File: config.mk
export PLATFORM = sky130hd
export DESIGN_NAME = tisp_queue
export DESIGN_NICKNAME = d
export VERILOG_FILES = /design/src/design/tisp_pkg.sv /design/src/design/tisp_queue.sv
export VERILOG_INCLUDE_DIRS = /design/src /design/src/design
export SDC_FILE = /design/constraint.sdc
export NUM_CORES = 1
export LEC_CHECK = 0
export BUFFER_PORTS_ARGS = -buffer_cell sky130_fd_sc_hd__buf_2
export CAP_MARGIN = 20
export CORE_MARGIN = 3
export CORE_UTILIZATION = 36
export CTS_CLUSTER_DIAMETER = 150
export DETAILED_ROUTE_END_ITERATION = 10
export PLACE_DENSITY = 0.52
export SYNTH_ARGS = -nofsm -noshare
export SYNTH_HDL_FRONTEND = slang
export SYNTH_SLANG_ARGS = --single-unit
File: constraint.sdc
create_clock -name clk -period 1.9 [get_ports clk]
set_input_delay 0.095 -clock clk [delete_from_list [all_inputs] [get_ports clk]]
set_output_delay 0.095 -clock clk [all_outputs]
set_load 0.01 [all_outputs]
File: src/design/trie_insert_search_prefix_unit_defines.svh
// Assertion macros shared by the trie unit modules.
`ifndef TRIE_INSERT_SEARCH_PREFIX_UNIT_DEFINES_SVH
`define TRIE_INSERT_SEARCH_PREFIX_UNIT_DEFINES_SVH

// Same-cycle implication.
`define TISP_ASSERT_NOW(label, clk, rst, ante, cons, msg) \
  label: assert property (@(posedge clk) disable iff (rst) (ante) |-> (cons)) \
    else $error(msg);

// Next-cycle implication.
`define TISP_ASSERT_NEXT(label, clk, rst, ante, cons, msg) \
  label: assert property (@(posedge clk) disable iff (rst) (ante) |=> (cons)) \
    else $error(msg);

`endif

File: src/design/tisp_pkg.sv
package tisp_pkg;

  localparam int LETTER_W    = 5;
  localparam int KIND_W      = 2;
  localparam int QUEUE_DEPTH = 4;
  localparam int QPTR_W      = 2;

  typedef enum logic [KIND_W-1:0] {
    KIND_INSERT = 2'd0,
    KIND_SEARCH = 2'd1,
    KIND_PREFIX = 2'd2
  } kind_t;

  typedef struct packed {
    kind_t               op;
    logic [LETTER_W-1:0] letter;
    logic                letter_ok;
    logic                no_letter;
    logic                first;
    logic                last;
  } item_t;

  typedef struct packed {
    logic clearing;
  } back_status_t;

  typedef enum logic [1:0] {
    ST_CLEAR,
    ST_IDLE,
    ST_EXEC,
    ST_FIN
  } state_t;

endpackage

File: src/design/tisp_queue.sv
`include "trie_insert_search_prefix_unit_defines.svh"

module tisp_queue (
  input  logic            clk,
  input  logic            rst,
  input  logic            push,
  input  tisp_pkg::item_t push_item,
  output logic            full,
  input  logic            pop,
  output tisp_pkg::item_t pop_item,
  output logic            empty
);

  tisp_pkg::item_t entries [tisp_pkg::QUEUE_DEPTH];
  logic [tisp_pkg::QPTR_W-1:0] wr_ptr;
  logic [tisp_pkg::QPTR_W-1:0] rd_ptr;
  logic [tisp_pkg::QPTR_W:0]   count;

  assign full     = count == (tisp_pkg::QPTR_W + 1)'(tisp_pkg::QUEUE_DEPTH);
  assign empty    = count == '0;
  assign pop_item = entries[rd_ptr];

  always_ff @(posedge clk) begin
    if (push) begin
      entries[wr_ptr] <= push_item;
    end
  end

  always_ff @(posedge clk) begin
    if (rst) begin
      wr_ptr <= '0;
      rd_ptr <= '0;
      count  <= '0;
    end else begin
      if (push) begin
        wr_ptr <= wr_ptr + 1'b1;
      end
      if (pop) begin
        rd_ptr <= rd_ptr + 1'b1;
      end
      if (push && !pop) begin
        count <= count + 1'b1;
      end else if (pop && !push) begin
        count <= count - 1'b1;
      end
    end
  end

  `TISP_ASSERT_NOW(a_no_push_full, clk, rst, push, !full, "queue push while full")
  `TISP_ASSERT_NOW(a_no_pop_empty, clk, rst, pop, !empty, "queue pop while empty")

endmodule

Yosys cells after proc, flatten, opt, wreduce, memory -nomap -nowiden --
Memory sizes are Yosys's and may differ from the RTL's. A register that Yosys moved wholly into a read port is not among the register bits. Cells that the tools add are included.
Storage, ports and cells: flip-flop bits (word level) 7, memory bits (writable) 44, input port bits 15, output and inout bits 13, logic and storage cells 21, memories 1
Operators by class: $add $sub $neg 4, eq/ne operators 1, muxes and demuxes 6, reductions and logical operators 6
Memories:
- entries | words 4, bits a word 11, read ports 1, clocked after memory_dff 1, wr ports 1, RTL line tisp_queue.sv:14 | tisp_pkg::item_t entries [tisp_pkg::QUEUE_DEPTH];
Operators by type and width (number):
- $mux W3 | 2
- $add A2 B1 Y2 const B | 2
- $mux W2 | 2
- $add A3 B1 Y3 const B | 1
- $eq A3 B3 Y1 const B | 1
- $logic_not A3 Y1 | 1
- $sub A3 B1 Y3 const B | 1
- $logic_and A1 B1 Y1 | 2
- $logic_not A1 Y1 | 2
- $mux W1 | 2
- $reduce_bool A2 Y1 | 1

Logic depth before layout (Yosys ltp) --
depth in word-level cells 4, mapped depth 7, depth with buffers taken out 7

Worst setup path before layout --
OpenSTA, ideal clock, no wires.
path kind register -> register, start reg count[0] (netlist bit), end reg count[2] (netlist bit), setup time 0.070 ns, arrival time 1.341 ns, required time 1.830 ns, path slack 0.489 ns, stages on the path, launching flop included 5, period minus slack after synthesis 1.411 ns, path through dfxtp_1 fa_1 xor2_1 or3_1 a21oi_1
Between the ends: cells in the longest elaborated chain, start to end 3, elaborated cells on any way between the ends 4, those cells by class 2 x add/sub; 2 x mux
Ends and longest elaborated chain:
- start: declaration | RTL line tisp_queue.sv:17 | logic [tisp_pkg::QPTR_W:0] count;
- start signal: assignment | RTL line tisp_queue.sv:42 | count <= count + 1'b1;
- start signal: assignment | RTL line tisp_queue.sv:44 | count <= count - 1'b1;
- $sub A3 B1 Y3 | RTL line tisp_queue.sv:44
- $mux W3 | RTL line tisp_queue.sv:43 | end else if (pop && !push) begin
- $mux W3 * | RTL line tisp_queue.sv:41 | if (push && !pop) begin
Every way passes the cells marked *; elsewhere a longest branch is shown, timed or not. The select of a mux whose other input is x is not followed. A chain may end at the register's enable or synchronous reset.

==> impl_metrics.toml <==
[timing]
min_period_over_period = 0.863
fin_hold_ws_ns = 0.0146
setup_viol = 0
hold_viol = 0
rsz0062_at_grt = "false"
slew_headroom = 0.618
skew_ns = 0.00417
worst_slew_pin_slew_ns = 0.572
maxSlewViolCount = 0
post-route-min-period_ns = 1.64
setup_tns_ns = 0
fmax_ghz = 0.610

[cts]
root_buffer = "clkbuf_8"
clk_pin_slew_worst_paths_ns = 0.08
cts_tree = "yes"
clk_latency_ns = 0.29
cts_resized = 0
clock_path_buffers = 2
cts_inserted_buffers = 5
postCtsSetupBuffers = 0
cts_max_level = 2
cts.sinks = 53
cts_hold_buf = 0

[detailed_routing]
first_iter_violations = 51
dr.pass1.iters = 4
wire_per_inst_um = 15.5
vias = 960
via_per_inst = 4.57
drc = 0
drtAntennaViolNets = 0
drt-total-wl_um = 3250

[final_layout]
drive_gt1_frac = 0.357
diodes = 0
final_core_util = 0.448
fin_nets = 160
area_delta_synth_final_pct = 16.9

[floorplanning]
floorplan.die.width_um = 80.9
die_y_um = 80.9
row_count = 26
die_area_mm2 = 0.00654
fp.coreArea_mm2 = 0.00527
ios = 28
start_util = 0.383

[pwr]
power.total_mw = 2.23
p_leak_nw = 0.853
vdd.ir_drop.worst_mv = 0.365
p_per_area_mw_per_mm2 = 946

[setup_path]
timing_worst_setup_path_type = "flop to primary output"
rrSetupSlack_ns = 0.41
crit_path_cell_trace = "buf_4 -> mux4_1 -> buf_2"
cp-start-kind = "flop"
worstPathArrival_ns = 1.54
critPathMaxStageDelay_ns = 0.58
endpoint_kind = "primary output"
worstPathMaxFanout = 6
worstPathRequired_ns = 1.80
crit_slowest_cell = "mux4_1"

[yosys]
synth.yosys.seq_area_share = 0.744
synthCells = 101
ys_async_sr_fraction = 0
syn_nets = 122
synthMostInstantiatedCell = "edfxtp_1"
yosysTopAreaCellShare = 0.655
synth_top_flop_cell = "edfxtp_1"
synth_area_leader_cell = "edfxtp_1"
netlist_area_mm2 = 0.00202
synthDistinctLibCells = 21
synth_area_leaders = "edfxtp_1 65%, mux4_2 11%, dfxtp_1 8.9%"
ys_ff_latch = 53
yosysWarnings = 0
synth_common_cells = "44 x edfxtp_1, 10 x mux4_2, 9 x dfxtp_1, 7 x nor2_1, 5 x ha_1"
synth_edf_count = 44
synth.avg_cell_area_um2 = 20.0

[grt]
grt_pass1_wl_um = 5390
globalRouteOverflowTotal = 0
grt_pass1_vias = 1059
grt_start_max_net_pins = 16
track_usage = 0.114
antenna_found_initial = 0

[placement]
place_congestion = 0.735
io_buffer_count = 27
hpwl_um = 2380

[outcome]
status = "finished, final reports clean"

[job]
drv_cap = 0

[hold_path]
min_path_type = "input port to flop"
## flip-flops by register name, indices dropped and copies added (netlist names), named ones only
| register | count |
|---|---|
| count | 3 |
| rd_ptr | 2 |
| wr_ptr | 2 |
| entries | 44 |
## layout by cell type (no fill, tap or decap), types with 2 or more instances in the layout
cell type,instances
edfxtp_1,44
buf_2,27
mux4_2,10
dfxtp_1,9
nor2_1,7
buf_4,6
ha_1,5
clkbuf_8,5
inv_1,4
and2_1,4
xor2_1,3
xnor2_1,2
mux2i_1,2
clkinv_2,2
## through the flow
| stage | std cells | setup WS (ns) | instance area, µm² |
|---|---|---|---|
| floorplan | 101 | 0.489 | 2020 |
| global placement | 201 | 0.381 | 2270 |
| detailed placement | 201 | 0.309 | 2270 |
| CTS | 209 | 0.213 | 2350 |
| global route | 210 | 0.149 | 2360 |
| finish | 210 | 0.261 | 2360 |
## power breakdown
part / switching [mW] / internal [mW] / leakage, nW / total, mW
sequential: 0.0379 / 1.33 / 0.479 / 1.36
clock: 0.325 / 0.256 / 0.0450 / 0.581
combinational: 0.140 / 0.145 / 0.329 / 0.285
## worst paths after layout
path / start / end / cells after the start
worst max register to register: count[0] / count[2] / 4
worst min register to register: count[2] / count[2] / 2
worst max-delay path: flop / pop_item[6] / 3
worst min-delay path: push_item[10] / entries[3][10] / 1
## metal layers
layer	share of wire	global-route usage
met1	0.45	0.151
met2	0.50	0.175
met3	0.045	0.0377
met4	0.0059	0.0405
met5	0	0
## logic make-up (layout without fill, tap and decap cells)
family          Yosys count  in the layout  share of synthesized area
mux                      13             13                      0.135
compound gates            2              2                    0.00495
fa+ha+maj                 6              6                     0.0409
xor+xnor                  5              5                     0.0217
simple gates             15             15                     0.0366
flops                    53             53                      0.744
buf+inv                   7             46                     0.0174
## critical path, delay by kind of cell, from the launching register on
kind | cells | cell delay (ns)
mux | 1 | 0.58
flops | 1 | 0.34
buf+inv | 2 | 0.34
## area by class of cell
| cell class | count | area, µm² |
|---|---|---|
| timing repair buffer | 34 | 190 |
| inverter | 4 | 15.0 |
| clock buffer | 6 | 72.6 |
| sequential | 53 | 1500 |
| multi-input combinational | 41 | 482 |
| tap | 70 | 87.6 |
| clock inverter | 2 | 10.0 |
| fill | 485 | 2910 |
(Power assumes the default switching activity.)
